<file path="src/abca_ram.sv">
// Generic single-clock RAM: one write port, one read port, registered read.
// No dependencies.
module abca_ram #(
	parameter int WIDTH = 8,
	parameter int DEPTH = 16
) (
	input  logic                     clk,
	input  logic                     we,
	input  logic [$clog2(DEPTH)-1:0] waddr,
	input  logic [WIDTH-1:0]         wdata,
	input  logic [$clog2(DEPTH)-1:0] raddr,
	output logic [WIDTH-1:0]         rdata
);

	logic [WIDTH-1:0] mem_q [DEPTH];

	// write port and registered read
	always_ff @(posedge clk) begin
		if (we) begin
			mem_q[waddr] <= wdata;
		end
		rdata <= mem_q[raddr];
	end

endmodule

</file>
<file path="config.mk">
export PLATFORM = sky130hd
export DESIGN_NAME = abca_ram
export DESIGN_NICKNAME = d
export VERILOG_FILES = /design/src/abca_ram.sv
export SDC_FILE = /design/constraint.sdc
export NUM_CORES = 1
export LEC_CHECK = 0
export ABC_CLOCK_PERIOD_IN_PS = 1500
export BUFFER_PORTS_ARGS = -buffer_cell sky130_fd_sc_hd__buf_2
export CAP_MARGIN = 10
export CORE_MARGIN = 2
export CORE_UTILIZATION = 54
export DETAILED_ROUTE_END_ITERATION = 8
export PLACE_DENSITY_LB_ADDON = 0.12
export SETUP_SLACK_MARGIN = 0.05
export SKIP_CTS_REPAIR_TIMING = 1
export SLEW_MARGIN = 0
export SYNTH_ARGS = -nofsm -noshare
export SYNTH_HDL_FRONTEND = slang
export SYNTH_SLANG_ARGS = --single-unit
</file>
<file path="constraint.sdc">
create_clock -name clk -period 1.5 [get_ports clk]
set_input_delay 0.15 -clock clk [delete_from_list [all_inputs] [get_ports clk]]
set_output_delay 0.15 -clock clk [all_outputs]
set_load 0.01 [all_outputs]
</file>
Word level (Yosys, flattened, before mapping). Memory sizes are Yosys's and may differ from the RTL's. A register that Yosys moved wholly into a read port is not among the register bits. Cells that the tools add are included.

Logic and storage cells: 3. Register bits: 0. Memories: 1. Bits in writable memories: 128. Input bits: 18. Output and inout port bits: 8.

Mux-type cells: 2.

Memory list: mem_q (words 16, width 8, read ports 1, clocked after memory_dff 1, write ports 1, line 15) `logic [WIDTH-1:0] mem_q [DEPTH];`.

Operators by type and width (count): 1-bit two-way mux (2).

Longest topological paths before layout. Gate-level depths: netlist of the first run.

Word-level depth: 2. Mapped depth: 5. Gate-level depth less buffers: 3.

Least setup slack after synthesis of the first run. No wires, ideal clock.

Path type: input to register. Start: input waddr[2]. End: memory mem_q[0][0] (enable). Buffers on the path: 0. Data required time: 1.117 ns. Stages: 2. Data arrival time: 1.260 ns. Setup time: 0.383 ns. Slack: -0.143 ns. Cells stage by stage: or3b_2 > nor3_1.

RTL lines: from (decl) (line 9) `input logic [$clog2(DEPTH)-1:0] waddr,`; to (decl) (line 15).

Straight into the memory's write port.

==> summary by stage, run 1 <==
Setup path
The worst reg2reg path depth is 3. STA classifies the critical path endpoint as a register. Across all register-to-register paths, the minimum setup slack is 130 ps. For this run, the slowest stage of the critical path takes 500 ps. Data on the critical path is required at its endpoint by 1880 ps. The kind of critical path is register to register. The kind of start point of the critical path is a register.

The cell at the slowest stage of the critical path is mux4_1. The endpoint identified for the worst register-to-register timing path is rdata[3]$_DFF_P_. The largest delay contributor family on the critical path is multiplexers. The arrival time of data at the critical path endpoint is approximately 1800 ps.

The signal on the critical path passes through mux4_1, a22oi_1, nand2_1. In this run the worst path has a maximum fanout of 1. The startpoint of the most critical register-to-register path is mem_q[10][3]$_DFFE_PP_. The count of buffering cells on the critical path with inverters included is 0.

Synth
The number of storage elements in the synthesis netlist is 136. For this run, the register share of the synthesized area comes to between 70 and 80%. The biggest area consumer among synthesized cells is edfxtp_1. The adder and majority cell fraction of the synthesized area is 0%.

Sorting the synthesized cells by area gives the leading types as edfxtp_1 (75%), mux4_2 (7.9%), mux4_1 (7.1%), dfxtp_1 (3.1%), a22oi_1 (2.3%). The cell area after technology mapping is 5150 um2. After synthesis, the share of cell area in mux cells is roughly 15%.

The count of warnings emitted by yosys is 0. The per-instance average area after synthesis is roughly 22 um2. The synthesized instance count is roughly 230. The synthesized netlist devotes between 2 and 2.5% of its cell area to compound gates. After synthesis, the netlist uses 19 different library cells.

The net count of the mapped netlist is about 250. After Yosys synthesis, and, or, nand and nor cells account for ~3.2% of the synthesized area. The synthesized-area fraction occupied by xor and xnor cells is 0%.

The portion of synthesized cell area occupied by the leading cell type is 74.7%. By area, the combinational part of the netlist is dominated by multiplexers.

Min path
The startpoint identified for the worst hold timing path is wdata[0]. Along the worst hold path, the cell count comes to 1. The class of the worst hold path is input port to register. The destination of the worst hold path is mem_q[7][0]$_DFFE_PP_.

STA
The number of hold violations in the final report is 0. For this run, the top clock speed supported by timing is between 700 and 800 MHz. For the finished layout, the period the worst path requires is 1370 ps.

Headroom to the max-slew limit came out at 50.7%. The max-slew violation total from the final report is 0. Setup repair after global routing left no endpoint under its margin. Setup violations remaining at the end of the flow were counted as 0. Of the available clock period, the critical path in the final layout requires 91.3%. The slew of the pin with the lowest slew margin is 738 ps. Once routing completed, OpenROAD measured the worst setup slack at between 100 and 150 ps.

The worst hold slack is 11.7 ps. The worst clock skew on the final layout is between 10 and 15 ps.

Routing
For this run, the detailed router's first-pass iteration total came to 5. Wires add up to roughly 9500 um. In this run, the number of DRC markers left after iteration 0 of detailed routing was about 160. After detailed routing, the number of vias per cell comes to 5.57. The average routed wire per standard cell is roughly 22 um. The post-route DRC violation count is 0. The number of vias in the routed layout is 2,411. Once detail routing completed, the nets flagged for antenna violations numbered 0.

Floorplan
The die covers roughly 10,000 um2. The number of cell rows is 35. The count of pins on the block boundary is 26. From left edge to right edge, the die measures between 100 and 150 um. The region available for standard cell placement spans around 9200 um2.

The height of the die is about 100 um. The initial core utilization is between 50% and 60%.

Clock network
The CTS tree is built. The clock-pin transition on the worst setup and hold timing paths is 60 ps. The H-tree was split into 4 levels. The clock latency on the worst-skew pair is about 510 ps. The cell at the root of the clock tree is clkbuf_8. CTS saw about 140 sinks.

The number of buffers inserted during clock tree synthesis is 17. The maximum root-to-sink buffer count is 2.

Finish
The library cells used most frequently in the layout, excluding fill and tap cells, are edfxtp_1 (128), buf_2 (25), buf_4 (25), mux4_2 (18). From synthesis to final layout, the design area changed by 20.0%. The net count of the finished layout is between 300 and 400. The share of final-layout standard cells stronger than drive strength 1 is 34.5%.

The number of antenna diodes in the final layout is 0. The most common library cell in the layout ignoring fill and taps is edfxtp_1.

Global route
The via count of the first global-routing pass is approximately 2.5k. The total global-route track usage is between 20% and 30%. Global routing finished with a remaining overflow of 0. The pin count of the biggest net entering global routing is 33. The first global-routing pass estimated roughly 14,000 um of wire. The initial antenna violation count came to 0.

Pwr
The maximum resistive drop on vdd is ~1 mV. The power spent charging and discharging nets is between 1.5 and 2 mW. Sequential cells burn 49.6% of the power. The analysis attributes to cell leakage a power of 2.13 nW. The clock network burns 45.6% of the power.

For this design the ratio of total power to cell area is roughly 1400 nW/um2. In this run, the combinational gates consume under 10% of the power. Internal power comes to around 6.8 mW. Net switching is about a fifth of the power.

Placement
The sum of net half-perimeters after detailed placement is ~6000 um. The total of buffers placed on input and output ports is 25. The placer's final routability congestion estimate is approximately 0.75. At the placement stage, the worst setup path has a slack of -88.5 ps.

Status
The run finished with clean final reports.

Job
The tool flagged a number of max-cap violations equal to 0.
-- stage by stage --
step / cell area [um2] / setup TNS (ps) / power (mW) / utilization (%) / instances
CTS: 6180 / 0 / 8.68 / 66.9 / 433
global placement: 5600 / -106 / 4.76 / 60.6 / 401
floorplan: 5150 / 0 / 4.57 / - / 229
finish: 6180 / 0 / 8.61 / 66.9 / 433
detailed placement: 5600 / -107 / 4.77 / 60.6 / 401
global route: 6180 / 0 / 8.89 / 66.9 / 433
-- Yosys cell counts --
master             n
or3b_2             1
clkdlybuf4s25_2    3
mux4_1            14
buf_2              3
mux4_2            18
buf_6              3
nand2b_1           2
a22oi_1           16
nor3_1             4
nor2b_1            1
nand2_1            9
dfxtp_1            8
and2b_1            1
nand3_1            1
nand3b_1           2
edfxtp_1         128
nor2_1            13
buf_4              1
and2_1             1
-- cells by family after synthesis --
group,after synthesis
mux,32
compound gates,16
simple gates,35
buf+inv,10
flops,136
-- worst max path at each step --
stage / startpoint / endpoint / slack, ps / cells after the start
after global placement: raddr[0] / rdata[3]$_DFF_P_ / -90 / 6
after global routing: mem_q[7][7]$_DFFE_PP_ / rdata[7]$_DFF_P_ / 80 / 3
after detailed placement: raddr[0] / rdata[3]$_DFF_P_ / -90 / 6
after CTS: mem_q[10][3]$_DFFE_PP_ / rdata[3]$_DFF_P_ / 120 / 3
final: mem_q[10][3]$_DFFE_PP_ / rdata[3]$_DFF_P_ / 130 / 3
after floorplan: waddr[2] / mem_q[3][0]$_DFFE_PP_ / 80 / 2
-- power by group through the flow --
stage	clock network (mW)	logic, mW	registers [mW]
final	3.92	0.414	4.27
after global routing	4.16	0.451	4.28
after CTS	3.98	0.421	4.27
after detailed placement	0	0.419	4.35
after global placement	0	0.412	4.35
after floorplan	0	0.216	4.36
-- worst reg2reg max path, cell delays in order (launching register included) --
cell and delay [ps]:
edfxtp_1 370, mux4_1 500, a22oi_1 300, nand2_1 80
-- layout make-up --
| class | instances | area, um2 |
|---|---|---|
| Sequential cell | 136 | 4000 |
| Fill cell | 616 | 3060 |
| Multi-Input combinational cell | 83 | 1060 |
| Clock buffer | 18 | 428 |
| Timing Repair Buffer | 53 | 373 |
| Tap cell | 129 | 161 |
| Clock inverter | 14 | 149 |
-- routing by layer --
metal | global-route usage [%] | vias to the layer above | wire length [um]
met5 | 0 | - | 0
met4 | 7.48 | 0 | 46
met3 | 4.97 | 2 | 499
met2 | 31.7 | 75 | 4740
met1 | 28.8 | 1236 | 4170
li1 | - | 1098 | -
-- sequential cells by signal, summed over array words and instances (netlist names) --
| register | cells |
|---|---|
| mem_q | 128 |
| rdata | 8 |
Note: power is estimated with default switching activity, not from simulation.
==> run 2, diff against run 1 <==
--- a/config.mk
+++ b/config.mk
@@ -11,7 +11,7 @@
 export CORE_MARGIN = 2
 export CORE_UTILIZATION = 54
 export DETAILED_ROUTE_END_ITERATION = 8
-export PLACE_DENSITY_LB_ADDON = 0.12
+export PLACE_DENSITY = 0.77
 export SETUP_SLACK_MARGIN = 0.05
 export SKIP_CTS_REPAIR_TIMING = 1
 export SLEW_MARGIN = 0
==> summary by stage, run 2 (synthesis gave the netlist of run 1 again) <==
Clock network
The cell at the root of the clock tree is clkbuf_8. The clock-pin transition on the worst setup and hold timing paths is 60 ps. The CTS tree is built. TritonCTS created 17 clock buffers.

The H-tree was split into 4 levels. The clock latency on the worst-skew pair is 510 ps. The maximum root-to-sink buffer count is 2.

For this design, the sink count on the clock tree is around 140.

Setup path
The endpoint identified for the worst register-to-register timing path is rdata[1]$_DFF_P_. The beginning of the critical path is mem_q[1][1]$_DFFE_PP_. The kind of critical path is register to register. The startpoint of the most critical register-to-register path is mem_q[1][1]$_DFFE_PP_. Setup slack on the worst reg-to-reg path comes out at 90 ps.

The capturing instance or port of the critical path is rdata[1]$_DFF_P_. In this run the worst path has a maximum fanout of 1. The kind of start point of the critical path is a register. Measured in cells, the most critical reg-to-reg path has a length of 3.

The arrival time of data at the critical path endpoint is 1800 ps. At the worst endpoint, the required time is 1890 ps. The worst setup path is captured at a register.

Job
Across the run, the number of max-cap violations was 0.

Finish
With fillers left out, the area of the finished cells amounts to 6180 um2. The count of nets after finishing is slightly above 300. In the layout the commonest cells are edfxtp_1 (128), buf_2 (25), buf_4 (25), mux4_2 (18), clkbuf_16 (16).

Cells with a size suffix above 1 make up between 30% and 40% of the layout. Once layout is complete, the cells apart from fillers number about 430. The area added between synthesis and finish is 20.0%.

The final core utilization is around two thirds. The largest registers in the layout are mem_q: 128 flops, rdata: 8 flops. Leaving out fill and tap cells, the most frequent cell in the layout is edfxtp_1. The top register by number of flip-flops is mem_q. The register with the most flip-flops in the layout has 128 of them. The final antenna diode count is 0.

Placement
Detailed placement ended at an HPWL of between 6000 and 7000 um. The total of buffers placed on input and output ports is 25. The placer's final routability congestion estimate is 0.707. The placement-stage cell area is about 5600 um2. The pre-CTS worst setup slack is -177 ps. Once placement completed, the tool counted placed cells totaling 400.

STA
The final setup violation count is 0. The clock arrives with 7.79 ps of skew. The final period utilization is 94.3%.

The worst hold slack is 19.6 ps. The worst-case headroom to the max-slew limit is roughly three quarters. The maximum achievable frequency is roughly 710 MHz. The setup slack of the critical path after layout is approximately 86 ps. The number of hold violations in the final report is 0.

The max-slew violation total from the final report came to 0. At the pin with the least slew margin, the transition time is 398 ps. The final period demand of the worst path is ~1400 ps. Setup repair after global routing left no endpoint under its margin. The sum of negative setup slack is 0 ps.

Floorplan
The die outline width is 102 um. The floorplan step defined a die boundary enclosing roughly 10,000 um2. The height of the die is slightly above 100 um. The area of the core is a little over 9000 um2. For this design the top-level I/O count stands at 26. For this configuration, the core starts out at a cell density of between 50% and 60%. The number of cell rows is 35.

Routing
The pre-antenna-repair detailed-routing pass consisted of 5 iterations. The post-route DRC violation count is 0. The average via count per standard cell is 5.86. In this run the remaining antenna-violating nets after routing total 0. The met3 layer wire length in the routed design is roughly 660 um. The average routed wire per standard cell is approximately 23 um. The highest metal layer with signal wires is met4. Wire segments on met2 add up to a little under 5000 um in the final route. The routed metal-1 wire length is between 4000 and 5000 um. The detailed router's first-iteration violation count is around 190. The number of vias in the routed layout is about 2.5k.

Summed over all layers, the routed wires come to approximately 10000 um.

Global route
Entering global routing, the biggest net connects 18 pins. The via count of the first global-routing pass is ~2.6k. The global-route wire length before repair is approximately 15,000 um. The remaining global-route overflow is 0. The initial antenna violation count is 0. The total global-route track usage is roughly a fifth.

Min path
The path class of the tightest hold or removal check is input port to register.

Pwr
The leakage power is between 2 and 2.5 nW. For this design the ratio of total power to cell area is ~1400 nW/um2. Across the VDD grid, the largest voltage drop is between 0.9 and 1 mV.

The total power is between 8 and 9 mW.

Status
The run finished with clean final reports.
-- run 2: cell types whose count changed in the layout (fill, tap and decap cells not counted) --
| cell | before | now |
|---|---|---|
| clkinv_2 | 3 | 1 |
| buf_12 | 3 | 2 |
| a22oi_1 | 16 | 15 |
| a22oi_2 | 0 | 1 |
| bufinv_16 | 2 | 3 |
| clkbuf_8 | 2 | 1 |
| clkinv_4 | 3 | 2 |
| clkbuf_1 | 0 | 1 |
| clkinvlp_4 | 4 | 6 |
-- run 2: worst min path at each step --
| stage | from | endpoint | slack [ps] | depth (start not counted) |
|---|---|---|---|---|
| 4_1_cts | wdata[2] | mem_q[5][2]$_DFFE_PP_ | 3 | 1 |
| 2_1_floorplan | wdata[0] | mem_q[0][0]$_DFFE_PP_ | 250 | 0 |
| 3_3_place_gp | wdata[2] | mem_q[13][2]$_DFFE_PP_ | 530 | 1 |
| 3_5_place_dp | wdata[2] | mem_q[13][2]$_DFFE_PP_ | 540 | 1 |
| 5_1_grt | wdata[2] | mem_q[13][2]$_DFFE_PP_ | 10 | 1 |
| 6_report | wdata[2] | mem_q[13][2]$_DFFE_PP_ | 20 | 1 |
-- run 2: power by group --
part	total [mW]	internal, mW	switching [mW]
Sequential	4.28	4.25	0.0296
Clock	4.09	2.54	1.55
Combinational	0.416	0.185	0.231
-- run 2: per-layer routing --
layer  vias to the layer above  GRT usage [%]
met5                         -              0
met4                         0           9.67
met3                        21           5.24
met2                       118           32.4
met1                      1298           29.9
li1                       1094              -
-- run 2: worst max-delay path, stage by stage (launching register included) --
cell and delay, ps:
edfxtp_1 390, mux4_1 540, a22oi_1 280, nand2_1 90
-- run 2: area by class of cell --
| type | instances | area [um2] |
|---|---|---|
| clock buffers | 18 | 418 |
| clock inverters | 14 | 175 |
| flip-flops and latches | 136 | 4000 |
| fillers | 566 | 3060 |
| multi-input cells | 83 | 1070 |
| repair buffers | 52 | 353 |
| well taps | 129 | 161 |
