**src/abca_pkg.sv**
```systemverilog
// Shared types, constants and codes for the atlas block chunk allocator.
// Used by the allocator top level and its divider; no dependencies.
package abca_pkg;

	// field widths
	localparam int PIDX_W    = 3;
	localparam int POOLS_MAX = 8;
	localparam int PIU_W     = 4;
	localparam int SLOT_W    = 5;
	localparam int FIRST_W   = 24;
	localparam int COUNT_W   = 25;
	localparam int DIM_W     = 15;
	localparam int DIVR_W    = 11;
	localparam int SUM_W     = 26;
	localparam int STAT_W    = 3;
	localparam int OP_W      = 2;
	localparam int CFG_IDX_W = 3;
	localparam int CFG_W     = 60;
	localparam int HCNT_W    = 3;
	localparam int HINT_N    = 4;

	// parameter defaults
	localparam int POOL_BLOCKS_DEF    = 65536;
	localparam int POOL_LIMIT_DEF     = 8;
	localparam int FREE_SLOTS_DEF     = 16;
	localparam int DEFAULT_HEIGHT_DEF = 64;

	// largest block total of one pool
	localparam logic [SUM_W-1:0] BLOCK_CAP = SUM_W'(1 << 24);

	// opcodes
	localparam logic [OP_W-1:0] OP_ALLOC   = 2'd0;
	localparam logic [OP_W-1:0] OP_RELEASE = 2'd1;
	localparam logic [OP_W-1:0] OP_CLEAR   = 2'd2;

	// result status codes
	localparam logic [STAT_W-1:0] ST_ALLOCATED = 3'd0;
	localparam logic [STAT_W-1:0] ST_REFUSED   = 3'd1;
	localparam logic [STAT_W-1:0] ST_RELEASED  = 3'd2;
	localparam logic [STAT_W-1:0] ST_IGNORED   = 3'd3;
	localparam logic [STAT_W-1:0] ST_CLEARED   = 3'd4;
	localparam logic [STAT_W-1:0] ST_LIST_FULL = 3'd5;

	// configuration register indexes
	localparam logic [CFG_IDX_W-1:0] CFG_EXACT_SIZE   = 3'd0;
	localparam logic [CFG_IDX_W-1:0] CFG_MAX_WIDTH    = 3'd1;
	localparam logic [CFG_IDX_W-1:0] CFG_MAX_HEIGHT   = 3'd2;
	localparam logic [CFG_IDX_W-1:0] CFG_MIN_WIDTH    = 3'd3;
	localparam logic [CFG_IDX_W-1:0] CFG_MIN_HEIGHT   = 3'd4;
	localparam logic [CFG_IDX_W-1:0] CFG_HINT_COUNT   = 3'd5;
	localparam logic [CFG_IDX_W-1:0] CFG_HINT_WIDTHS  = 3'd6;
	localparam logic [CFG_IDX_W-1:0] CFG_HINT_HEIGHTS = 3'd7;

	typedef struct packed {
		logic [OP_W-1:0]    opcode;
		logic [COUNT_W-1:0] block_count;
		logic [PIDX_W-1:0]  chunk_pool;
		logic [FIRST_W-1:0] chunk_first;
		logic [COUNT_W-1:0] chunk_count;
	} in_item_t;

	typedef struct packed {
		logic [STAT_W-1:0]  status;
		logic [PIDX_W-1:0]  out_pool;
		logic [FIRST_W-1:0] out_first;
		logic [COUNT_W-1:0] out_count;
		logic               pool_resized;
		logic [DIM_W-1:0]   pool_width;
		logic [DIM_W-1:0]   pool_height;
	} out_item_t;

	// one free-list entry
	typedef struct packed {
		logic [FIRST_W-1:0] first;
		logic [COUNT_W-1:0] count;
	} run_t;

endpackage

```
**src/abca_div.sv**
```systemverilog
// Restoring divider: a fixed dividend over an 11-bit divisor, one bit per cycle.
// Depends on abca_pkg.
module abca_div import abca_pkg::*; #(
	parameter int DIVIDEND = POOL_BLOCKS_DEF,
	localparam int QW = $clog2(DIVIDEND + 1)
) (
	input  logic              clk,
	input  logic              arst_n,
	input  logic              start,
	input  logic [DIVR_W-1:0] divisor,
	output logic              busy,
	output logic [QW-1:0]     quotient
);

	localparam int CW = $clog2(QW + 1);

	logic [DIVR_W-1:0] d_q;
	logic [DIVR_W-1:0] rem_q;
	logic [QW-1:0]     quo_q;
	logic [CW-1:0]     cnt_q;
	logic              busy_q;
	logic [DIVR_W:0]   trial;
	logic              take;

	// shift in the next dividend bit and try a subtract
	assign trial = {rem_q, quo_q[QW-1]};
	assign take  = trial >= {1'b0, d_q};

	always_ff @(posedge clk or negedge arst_n) begin
		if (!arst_n) begin
			busy_q <= 1'b0;
			cnt_q  <= '0;
		end else if (start) begin
			busy_q <= 1'b1;
			cnt_q  <= CW'(QW);
		end else if (busy_q) begin
			cnt_q <= cnt_q - CW'(1);
			if (cnt_q == CW'(1)) begin
				busy_q <= 1'b0;
			end
		end
	end

	// datapath
	always_ff @(posedge clk) begin
		if (start) begin
			d_q   <= divisor;
			rem_q <= '0;
			quo_q <= QW'(DIVIDEND);
		end else if (busy_q) begin
			if (take) begin
				rem_q <= DIVR_W'(trial - {1'b0, d_q});
			end else begin
				rem_q <= trial[DIVR_W-1:0];
			end
			quo_q <= {quo_q[QW-2:0], take};
		end
	end

	assign busy     = busy_q;
	assign quotient = quo_q;

endmodule
```
**config.mk**
```make
export PLATFORM = sky130hd
export DESIGN_NAME = abca_div
export DESIGN_NICKNAME = d
export VERILOG_FILES = /design/src/abca_pkg.sv /design/src/abca_div.sv
export SDC_FILE = /design/constraint.sdc
export NUM_CORES = 1
export LEC_CHECK = 0
export ABC_AREA = 1
export BUFFER_PORTS_ARGS = -buffer_cell sky130_fd_sc_hd__buf_2
export CAP_MARGIN = 20
export CORE_AREA = 3 3 71 67
export CTS_BUF_LIST = sky130_fd_sc_hd__clkbuf_8 sky130_fd_sc_hd__clkbuf_16
export CTS_CLUSTER_DIAMETER = 60
export CTS_CLUSTER_SIZE = 14
export DETAILED_ROUTE_END_ITERATION = 8
export DIE_AREA = 0 0 74 70
export GPL_TIMING_DRIVEN = 0
export PLACE_DENSITY = 0.81
export SLEW_MARGIN = 20
export SYNTH_ARGS = -nofsm -noshare
export SYNTH_HDL_FRONTEND = slang
export SYNTH_SLANG_ARGS = --single-unit
```
**constraint.sdc**
```tcl
create_clock -name clk -period 4 [get_ports clk]
set_input_delay 1 -clock clk [delete_from_list [all_inputs] [get_ports clk]]
set_output_delay 1 -clock clk [all_outputs]
set_load 0.01 [all_outputs]
```
After elaboration in Yosys (flattened, before gate mapping) --
Index checks and enable logic that the tools add are counted. Widths: inputs -> output; s select.
Word-level totals: register bits 45, word-level logic and storage cells 16
Cells by class: reductions and logical operators 1, add/subtract/negate cells 2, order comparisons 1, eq/ne operators 1, multiplexer cells 6
Operators by type and width (count):
- $ge 12x11->1 | 1
- $mux 11 | 1
- $sub 11x11->11 | 1
- $mux 5 | 2
- $eq 5x1->1 const B | 1
- $sub 5x1->5 const B | 1
- $mux 1 | 3
- $reduce_bool 2->1 | 1

Longest topological paths before layout --
Gate-level depths: netlist of run 1.
word-level depth 4, mapped depth 12, mapped depth without buffers 12

Worst setup path after synthesis of run 1 --
No wires, ideal clock.
path kind register -> register, start point register quo_q[16] (netlist: quotient[16]), end point register rem_q[3], stages on the path, launching flop included 13, buffers on the path 1, setup slack 2.091 ns, arrival time 1.784 ns, setup time 0.126 ns, path through dfxtp_1 > inv_1 > ha_1 > fa_1 > inv_1 > nand3_1 > nand3_1 > nand2_4 > nand3_4 > buf_6 > nand2_1 > nand3_1 > o21ai_1
Between the ends: longest elaborated chain between the ends 2
RTL lines:
- from (decl) | RTL line abca_div.sv:19 | logic [QW-1:0] quo_q;
- from (signal assigned) | RTL line abca_div.sv:49 | quo_q <= QW'(DIVIDEND);
- from (signal assigned) | RTL line abca_div.sv:56 | quo_q <= {quo_q[QW-2:0], take};
- $sub 11x11->11 / $ge 12x11->1 (equally long branches) | RTL line abca_div.sv:52, abca_div.sv:27
- $mux 11 (*) | RTL line abca_div.sv:51 | if (take) begin
- to (signal assigned) | RTL line abca_div.sv:52 | rem_q <= DIVR_W'(trial - {1'b0, d_q});
- to (signal assigned) | RTL line abca_div.sv:54 | rem_q <= trial[DIVR_W-1:0];
- to (decl) | RTL line abca_div.sv:18 | logic [DIVR_W-1:0] rem_q;
Every way passes the cells marked *; elsewhere a longest branch is shown, timed or not. A chain may end at the register's enable or synchronous reset.

Worst setup path in the final report of run 1 --
start point register quo_q[16] (netlist: quotient[16]), end point register rem_q[4]
Same word-level chain as after synthesis.

==> impl_metrics.tcl, run 1 <==
set metrics [dict create \
    status "complete, no violations" \
    synth_area_um2 2420 \
    p_total_uw 1800 \
    rr_startpoint "quotient[16]" \
    cts.sinks 45 \
    grt_start_max_net_pins 18 \
    cts_buffer_depth 2 \
    criticalPathCategory "reg2reg" \
    num_rows 22 \
    setup_tns_ns 0 \
    grt_use_total_pct 20.6 \
    endpoint_kind "flip-flop" \
    clk_pin_slew_ns 0.10 \
    worst_pin_slew_ns 0.478 \
    h-tree-depth 2 \
    cp_common_cell "nand3_1" \
    place_area_um2 2640 \
    startpoint "quotient[16]" \
    cp_data_arrival_time_ns 2.26 \
    final_nets 377 \
    finalSetupViolCount 0 \
    die_w_um 74 \
    cp_data_required_time_ns 4.18 \
    synth_common_cells "nand2_1, inv_1, dfxtp_1" \
    path_delay_family "adder cells" \
    crit_chain "inv_1 > ha_1 > fa_1 > inv_1 > nand3_1 > nand3_1 > nand2_4 > nand3_4 > buf_6 > nand2_1 > nand3_1 > o21ai_1" \
    synth.most_common_cell "nand2_1" \
    synth_top_area_share_pct 23.1 \
    grt_pass1_wl_mm 8.38 \
    syn2layout_area_growth_pct 12.9 \
    port_buffers 31 \
    pin_count 32 \
    n_antenna_cell 0 \
    fill_cells 353 \
    cpPeakStageDelay_ns 0.42 \
    synth_edf_count 11 \
    path_max_fanout 10 \
    drv_slew 0 \
    worst-path-buf-inv 3 \
    cts_tree "yes" \
    viasPerCell 5.16 \
    post-route-min-period_ns 2.08 \
    grt_pass1_vias 2004 \
    synth_flop_cell "dfxtp_1" \
    die-area_um2 5180 \
    worstHoldStart "rem_q[5]" \
    synth_fp_nets 339 \
    fin_crit_sh_pct 52.0 \
    worst_slack_ns 1.92 \
    synth_seq_area_share_pct 43.0 \
    drt_wl_total_mm 4.85 \
    cts_buffers 5 \
    vias 2055 \
    core-area_um2 4050 \
    yosysUniqueCellTypes 33 \
    cts_hold_buf 0 \
    max_freq_mhz 481 \
    yosys-top-cells-area "dfxtp_1, edfxtp_1, nand2_1" \
    worstSetupStartpointType "flip-flop" \
    antenna_left 0 \
    start_util_pct 59.9 \
    min_path_type "reg2reg" \
    syn_inst 311 \
    hold_viol 0 \
    maxCapViolCount 0 \
    multi_input_area_um2 1070 \
    synth_area_leader_cell "dfxtp_1" \
    dpl.hpwl_mm 3.65 \
    drive_gt1_share_pct 16.9 \
    post_cts_buffers 0 \
    yosys_register_bits 45 \
    power_per_cell_area_nw_per_um2 657 \
    wl_per_cell_um 12.2 \
    avgSynthCellArea_um2 7.79 \
    die_height_um 70 \
    peakVddDrop_uv 296 \
    first_pass_iters 4 \
    cts_resized 0 \
    fin_area_um2 2740 \
    drc 0 \
    slew-limit-headroom_pct 68.2 \
    cp_slowest_cell "fa_1" \
    antenna_found_initial 0 \
    gp_congestion 0.900 \
    ys_warn_count 0 \
    skew_ns 0.00906 \
    p_leak_uw 0.00144 \
    async_flop_share_pct 13.3 \
    cts-root-buf "clkbuf_8" \
    drt_iter0_drc 81 \
    rsz0062_at_grt "false" \
    seqCellArea_um2 1040 \
    overflow 0 \
    clock_latency_ns 0.31 \
    pre_cts_slack_ns 1.60 \
]
## final timing paths
| path | to | slack (ns) | cells after the start |
|---|---|---|---|
| worst max register to register | rem_q[4] | 1.92 | 12 |
| worst min-delay path | rem_q[5] | 0.48 | 2 |
| max in group asynchronous | busy | 3.36 | 1 |
| worst max-delay path | rem_q[4] | 1.92 | 12 |
| min in group asynchronous | cnt_q[0] | 0.50 | 1 |
| worst min register to register | rem_q[5] | 0.48 | 2 |
## metal layers
metal  track usage (%)  up-vias  wire length [um]
met1              26.4      941              2310
met2              33.8       33              2270
met4              6.84        0                64
li1                  -     1074                 -
met3              4.75        7               204
met5                 0        -                 0
## kinds of logic after synthesis
| kind of cell | after synthesis | share of synthesized area (%) |
|---|---|---|
| AO/OA/AOI/OAI | 35 | 8.83 |
| XOR/XNOR | 3 | 1.08 |
| adder cells (fa/ha/maj) | 14 | 7.54 |
| AND/OR/NAND/NOR | 135 | 26.9 |
| buffers and inverters | 79 | 12.7 |
| flip-flops | 45 | 43.0 |
## report_power, final
group | internal [uW] | switching [uW]
combinational | 339 | 546
clock | 132 | 173
sequential | 552 | 55.1
## cells in the final DEF, fill, tap and decap left out, types with 5 or more instances in the layout
master and instances:
nand3_1 21, o21ai_0 5, nand2_1 75, a21oi_1 6, inv_1 72, ha_1 13, dfxtp_1 28, dfrtp_1 6
buf_2 31, edfxtp_1 11, clkbuf_8 5, o22ai_1 16, nor2_1 10, nand3_2 6, nand4_1 11
## stage by stage
stage,hold slack [ns],instances,util [%]
detailed placement,0.471,390,65.2
CTS,0.483,398,67.6
finish,0.485,398,67.6
global route,0.478,398,67.6
global placement,0.459,390,65.2
floorplan,0.438,311,-
## flip-flops by register name, summed over array words and instances (netlist names)
signal / cells
cnt_q: 5
quotient: 17
rem_q: 11
busy: 1
d_q: 11
## worst register-to-register path, stage by stage (launching register included)
cell and delay (ns):
dfxtp_1 0.34, inv_1 0.07, ha_1 0.23, fa_1 0.42
inv_1 0.09, nand3_1 0.09, nand3_1 0.14, nand2_4 0.13
nand3_4 0.10, buf_6 0.17, nand2_1 0.07, nand3_1 0.06
o21ai_1 0.06
## layout make-up
| class | count | area share (%) |
|---|---|---|
| Multi-Input combinational cell | 187 | 39.3 |
| Sequential cell | 45 | 38.0 |
| Inverter | 74 | 10.2 |
| Timing Repair Buffer | 31 | 5.67 |
| Clock buffer | 5 | 2.51 |
| Tap cell | 48 | 2.19 |
| Buffer | 5 | 1.10 |
| Clock inverter | 3 | 1.05 |
(Power assumes the default switching activity.)
==> run 2, diff against run 1 <==
--- a/config.mk
+++ b/config.mk
@@ -5,17 +5,17 @@
 export SDC_FILE = /design/constraint.sdc
 export NUM_CORES = 1
 export LEC_CHECK = 0
-export ABC_AREA = 1
+export ABC_AREA = 0
 export BUFFER_PORTS_ARGS = -buffer_cell sky130_fd_sc_hd__buf_2
 export CAP_MARGIN = 20
-export CORE_AREA = 3 3 71 67
+export CORE_AREA = 3 3 75 70
 export CTS_BUF_LIST = sky130_fd_sc_hd__clkbuf_8 sky130_fd_sc_hd__clkbuf_16
 export CTS_CLUSTER_DIAMETER = 60
 export CTS_CLUSTER_SIZE = 14
 export DETAILED_ROUTE_END_ITERATION = 8
-export DIE_AREA = 0 0 74 70
+export DIE_AREA = 0 0 78 73
 export GPL_TIMING_DRIVEN = 0
-export PLACE_DENSITY = 0.81
+export PLACE_DENSITY = 0.73
 export SLEW_MARGIN = 20
 export SYNTH_ARGS = -nofsm -noshare
 export SYNTH_HDL_FRONTEND = slang
==> constraint.sdc (replaced) <==
create_clock -name clk -period 1.7 [get_ports clk]
set_input_delay 0.425 -clock clk [delete_from_list [all_inputs] [get_ports clk]]
set_output_delay 0.425 -clock clk [all_outputs]
set_load 0.01 [all_outputs]
==> run 2 against run 1 <==
Compared with the run above:
- the run now ends with setup timing left
- via count is 5.4% lower
- critical path type unchanged
- die area grew 9.9%
- global-route usage fell by 2.2 points
- clock skew shrank 0.0028 ns
==> impl_metrics.tcl, run 2 <==
set metrics [dict create \
    status "finished with violations" \
    violations "setup timing" \
    cp_data_arrival_time_ns 2.63 \
    wl_per_cell_um 15.3 \
    regToRegSetupSlack_ns -0.72 \
    largest_reg_flops 17 \
    rr_startpoint "rem_q[2]" \
    yosysUniqueCellTypes 50 \
    worst_slack_ns -0.717 \
    grt_use_total_pct 18.4 \
    gp_congestion 0.874 \
    r2r_cells 7 \
    vias 1945 \
    ys_warn_count 0 \
    die-area_um2 5690 \
    die_w_um 78 \
    synth_fp_nets 267 \
    synth_common_cells "nor2_1, dfxtp_1, nand2_1" \
    hold_viol 0 \
    h-tree-depth 2 \
    pin_count 32 \
    port_buffers 31 \
    max_freq_mhz 414 \
    multi_input_area_um2 1250 \
    synth_flop_cell "dfxtp_1" \
    crit_end "rem_q[9]" \
    rr_endpoint "rem_q[9]" \
    antenna_found_initial 0 \
    peakVddDrop_uv 791 \
    synth_edf_count 11 \
    async_flop_share_pct 13.3 \
    cts-root-buf "clkbuf_8" \
    worst_pin_slew_ns 0.634 \
    endpoint_kind "flip-flop" \
    die_height_um 73 \
    core-area_um2 4490 \
    first_pass_iters 4 \
    clock_latency_ns 0.30 \
    drc 0 \
    start_util_pct 50.8 \
    grt_pass1_wl_mm 8.21 \
    grt_start_max_net_pins 16 \
    drt_wl_total_mm 5.46 \
    p_leak_uw 0.00133 \
    yosys_register_bits 45 \
    utilization_pct 63.9 \
    drive_gt1_share_pct 28.9 \
    clk_pin_slew_ns 0.08 \
    antenna_left 0 \
    slew-limit-headroom_pct 57.7 \
    overflow 0 \
    synth_seq_area_share_pct 45.6 \
    pre_cts_slack_ns -0.766 \
    startpoint "rem_q[2]" \
    cts_buffer_depth 2 \
    cts_tree "yes" \
    finalSetupViolCount 12 \
    synth_top_area_share_pct 24.6 \
    seqCellArea_um2 1040 \
    syn_inst 239 \
    grt_pass1_vias 1757 \
    drt_iter0_drc 166 \
    criticalPathCategory "reg2reg" \
    n_antenna_cell 0 \
    rsz0062_at_grt "true" \
    path_max_fanout 5 \
    syn2layout_area_growth_pct 25.7 \
    avgSynthCellArea_um2 9.55 \
    power_per_cell_area_nw_per_um2 1390 \
    cts_buffers 5 \
    mostFrequentLayoutCells "nor2_1, buf_2, dfxtp_1" \
    worstSetupStartpointType "flip-flop" \
    yosys-top-cells-area "dfxtp_1, edfxtp_1, ha_1" \
    final_nets 321 \
    skew_ns 0.00622 \
    synth_area_leader_cell "dfxtp_1" \
    fill_cells 388 \
    layout_commonest_cell "nor2_1" \
    dpl.hpwl_mm 3.39 \
    num_rows 23 \
    fin_crit_sh_pct 142 \
    drv_slew 0 \
    cp_data_required_time_ns 1.91 \
    synth.most_common_cell "nor2_1" \
    post-route-min-period_ns 2.42 \
    synth_area_um2 2280 \
    viasPerCell 5.46 \
    maxCapViolCount 0 \
    min_path_type "in2reg" \
    cts.sinks 45 \
]
## run 2: cell types whose count changed in the layout (fill, tap and decap cells not counted), moves of 4 or more
| cell | change |
|---|---|
| inv_1 | -57 |
| nand2_1 | -53 |
| nor2_1 | +25 |
| nand3_1 | -20 |
| mux2i_1 | +16 |
| o22ai_1 | -14 |
| buf_4 | +13 |
| nand4_1 | -9 |
| nand3_2 | -5 |
| a311oi_1 | +4 |
| nand2b_1 | +4 |
| o21ai_0 | +4 |
| o21ai_1 | -4 |
## run 2: critical path: stages (launching register included)
cell and delay (ns):
dfxtp_1 0.35, ha_1 0.42, o21ai_0 0.16, a21oi_1 0.26, o21ai_0 0.27, nor4bb_1 0.47
o31ai_2 0.13, a311oi_1 0.27
## run 2: how the worst min path moves through the flow
stage | depth (start not counted) | end | slack (ns) | start
after floorplan | 0 | busy | 0.13 | arst_n
after global placement | 1 | busy | 0.26 | arst_n
after detailed placement | 1 | cnt_q[4] | 0.26 | arst_n
after CTS | 1 | d_q[8] | 0.29 | divisor[8]
after global routing | 1 | d_q[5] | 0.29 | divisor[5]
final | 1 | d_q[8] | 0.29 | divisor[8]
## run 2: cell families (layout without fill, tap and decap cells)
| group | Yosys count | after routing | share of synthesized area (%) |
|---|---|---|---|
| AO/OA/AOI/OAI | 44 | 44 | 13.4 |
| buffers and inverters | 26 | 80 | 4.93 |
| flip-flops | 45 | 45 | 45.6 |
| adder cells (fa/ha/maj) | 14 | 14 | 8.00 |
| AND/OR/NAND/NOR | 88 | 89 | 18.8 |
| multiplexers | 16 | 16 | 7.02 |
| XOR/XNOR | 6 | 6 | 2.30 |
## run 2: what timing repair did
action	4_1_cts	5_1_grt
hold buffers	1	0
endpoints found under the setup margin	29	25
cloned	2	0
gates resized for setup	4	22
buffers inserted	6	8
pin swaps	2	21
hold endpoints to repair	6	0
## run 2: metal layers
metal	part of all wire (%)	GRT usage, %	vias to the layer above
li1	-	-	953
met1	45	25.7	917
met2	47	28.4	61
met3	5.5	3.58	14
met4	2.4	6.99	0
met5	0	0	-
## run 2: area by class of cell
| cell class | count | share of cell area [%] |
|---|---|---|
| flip-flops and latches | 45 | 36.4 |
| repair buffers | 47 | 9.82 |
| well taps | 62 | 2.71 |
| multi-input cells | 169 | 43.8 |
| inverters | 17 | 2.23 |
| clock buffers | 7 | 3.36 |
| clock inverters | 1 | 0.175 |
| plain buffers | 8 | 1.57 |
## run 2: per-stage QoR
step                      hold WS (ns)  TNS, ns  power (uW)  instances  area (um2)
after floorplan                  0.129    -6.02        2550        239        2310
after global placement           0.255    -9.54        2830        332        2540
after detailed placement         0.256   -10.18        2870        332        2540
after CTS                        0.288    -7.98        3690        349        2720
after global routing             0.289    -8.52        4230        356        2870
final                            0.291    -7.59        3990        356        2870
## run 2: report_power, final
group	internal [uW]	switching [uW]	total, uW
logic	846	969	1810
registers	1280	168	1450
clock network	368	361	729
==> run 3, diff against run 2 <==
--- a/config.mk
+++ b/config.mk
@@ -16,6 +16,7 @@
 export DIE_AREA = 0 0 78 73
 export GPL_TIMING_DRIVEN = 0
 export PLACE_DENSITY = 0.73
+export REMOVE_ABC_BUFFERS = 1
 export SLEW_MARGIN = 20
 export SYNTH_ARGS = -nofsm -noshare
 export SYNTH_HDL_FRONTEND = slang
==> constraint.sdc (replaced) <==
create_clock -name clk -period 1.7 [get_ports clk]
set_input_delay 0.425 -clock clk [delete_from_list [all_inputs] [get_ports clk]]
set_output_delay 0.425 -clock clk [all_outputs]
set_load 0.005 [all_outputs]
==> run 3 against run 2 <==
Compared with the run above:
- the run still ends with setup timing left
- maximum frequency up 2.1%
- global-route usage up 0.98 points
- count of clock-buffer cells in the layout down 2
- hold slack worse by 0.0049 ns
- final cell count up 0.28%
- die area unchanged
- critical path depth up 2
- highest routed layer unchanged
==> impl_metrics.tcl, run 3 (synthesis results as in run 2) <==
set metrics [dict create \
    n_antenna_cell 0 \
    dp_cells 324 \
    vias 1957 \
    antenna_left 0 \
    r2r_cells 9 \
    endpoint_kind "flip-flop" \
    finalSetupViolCount 12 \
    drc 0 \
    rsz0062_at_grt "true" \
    criticalPathCategory "reg2reg" \
    antenna_found_initial 0 \
    hold_viol 0 \
    rr_startpoint "d_q[0]" \
    viasPerCell 5.48 \
    grt_pass1_wl_mm 8.76 \
    worst_pin_slew_ns 0.898 \
    power_frac_clock_pct 20.1 \
    power_per_cell_area_nw_per_um2 1430 \
    skew_ns 0.00667 \
    start_util_pct 50.8 \
    worstHoldStart "divisor[7]" \
    largest_reg_flops 17 \
    drt_wl_total_mm 5.55 \
    clock_latency_ns 0.31 \
    dpl.hpwl_mm 3.17 \
    peakVddDrop_uv 681 \
    cts_buffer_depth 2 \
    die-area_um2 5690 \
    first_pass_iters 4 \
    switching_share_pct 36.6 \
    cts_buffers 5 \
    whs_ns 0.286 \
    cts_tree "yes" \
    pwr-share-seq_pct 34.1 \
    num_rows 23 \
    combinationalPowerShare_pct 45.8 \
    stdcell_count 357 \
    drv_slew 0 \
    grt_pass1_vias 1886 \
    die_w_um 78 \
    pre_cts_slack_ns -1.05 \
    fin_crit_sh_pct 139 \
    maxCapViolCount 0 \
    layout_commonest_cell "nor2_1" \
    intPower_uw 2690 \
    p_leak_uw 0.00137 \
    grt_use_total_pct 19.4 \
    wl_per_cell_um 15.5 \
    final_nets 322 \
    h-tree-depth 2 \
    utilization_pct 65.9 \
    status "finished with violations" \
    pin_count 32 \
    overflow 0 \
    gp_congestion 0.844 \
    slew-limit-headroom_pct 40.2 \
    cts.sinks 45 \
    violations "setup timing" \
    port_buffers 31 \
    worstHoldPathCells 1 \
    drt_iter0_drc 199 \
    path_max_fanout 4 \
    drive_gt1_share_pct 32.2 \
    mostFrequentLayoutCells "nor2_1, buf_2, dfxtp_1" \
    min_delay_worst_endpoint "d_q[7]" \
    min_path_type "in2reg" \
    worstSetupStartpointType "flip-flop" \
    cp_data_arrival_time_ns 2.57 \
    grt_start_max_net_pins 43 \
    power_switching_uw 1550 \
    syn2layout_area_growth_pct 29.7 \
    die_height_um 73 \
    max_freq_mhz 422 \
    regToRegSetupSlack_ns -0.67 \
    cts-root-buf "clkbuf_8" \
    rr_endpoint "rem_q[5]" \
    post-route-min-period_ns 2.37 \
    setup_tns_ns -7.22 \
    clk_pin_slew_ns 0.09 \
    worst_slack_ns -0.668 \
    cp_data_required_time_ns 1.90 \
    core-area_um2 4490 \
]
[run 3: changes by cell type in the layout (fill, tap and decap cells not counted), moves of 2 or more]
cell	before	now
clkbuf_2	3	0
a21oi_1	5	3
o21ai_1	0	2
clkbuf_8	7	5
o21ai_0	9	7
inv_6	0	2
buf_4	14	21
clkbuf_1	4	0
[run 3: worst max path at each step]
stage / cells after the start / slack [ns] / endpoint / start
after floorplan: 9 / -0.74 / rem_q[6] / quotient[16]
after global placement: 9 / -1.04 / rem_q[4] / quotient[16]
after detailed placement: 9 / -1.05 / rem_q[4] / quotient[16]
after CTS: 8 / -0.64 / rem_q[6] / d_q[0]
after global routing: 9 / -0.74 / rem_q[5] / d_q[0]
final: 9 / -0.67 / rem_q[5] / d_q[0]
[run 3: stage by stage]
stage	cell area [um2]	total power, uW
2_1_floorplan	2230	2450
3_3_place_gp	2470	2720
3_5_place_dp	2490	2790
4_1_cts	2800	3900
5_1_grt	2960	4500
6_report	2960	4240
[run 3: power by group through the flow]
stage	sequential (uW)	clock, uW	combinational [uW]
4_1_cts	1470	869	1560
6_report	1450	852	1950
3_3_place_gp	1520	0	1200
5_1_grt	1480	910	2110
2_1_floorplan	1470	0	976
3_5_place_dp	1480	0	1310
[run 3: layer usage]
layer,track usage (%),share of wire (%),vias up
li1,-,-,960
met1,26.0,43,903
met2,31.5,48,76
met3,3.58,6.1,18
met4,7.38,3.0,0
met5,0,0,-
[run 3: worst max-delay path, stage by stage (launching register included)]
cell and delay [ns]:
edfxtp_1 0.39, ha_2 0.20, fa_2 0.37, nor2b_4 0.17
o22ai_4 0.09, a211oi_4 0.36, buf_4 0.19, or2_4 0.15
nor3_2 0.05, a311o_1 0.29
[run 3: final cells by class]
class,instances,area (um2)
repair buffers,55,370
clock buffers,5,68.8
multi-input cells,170,1280
flip-flops and latches,45,1050
fillers,371,1530
inverters,17,63.8
clock inverters,3,47.5
well taps,62,77.6
[run 3: what timing repair did]
item                       CTS  global route
hold endpoints to repair     6             0
pin swaps                   22            12
gates resized for setup     21            16
gates cloned                 2             0
setup endpoints to repair   14            14
buffers inserted            13             9
hold buffers                 1             0
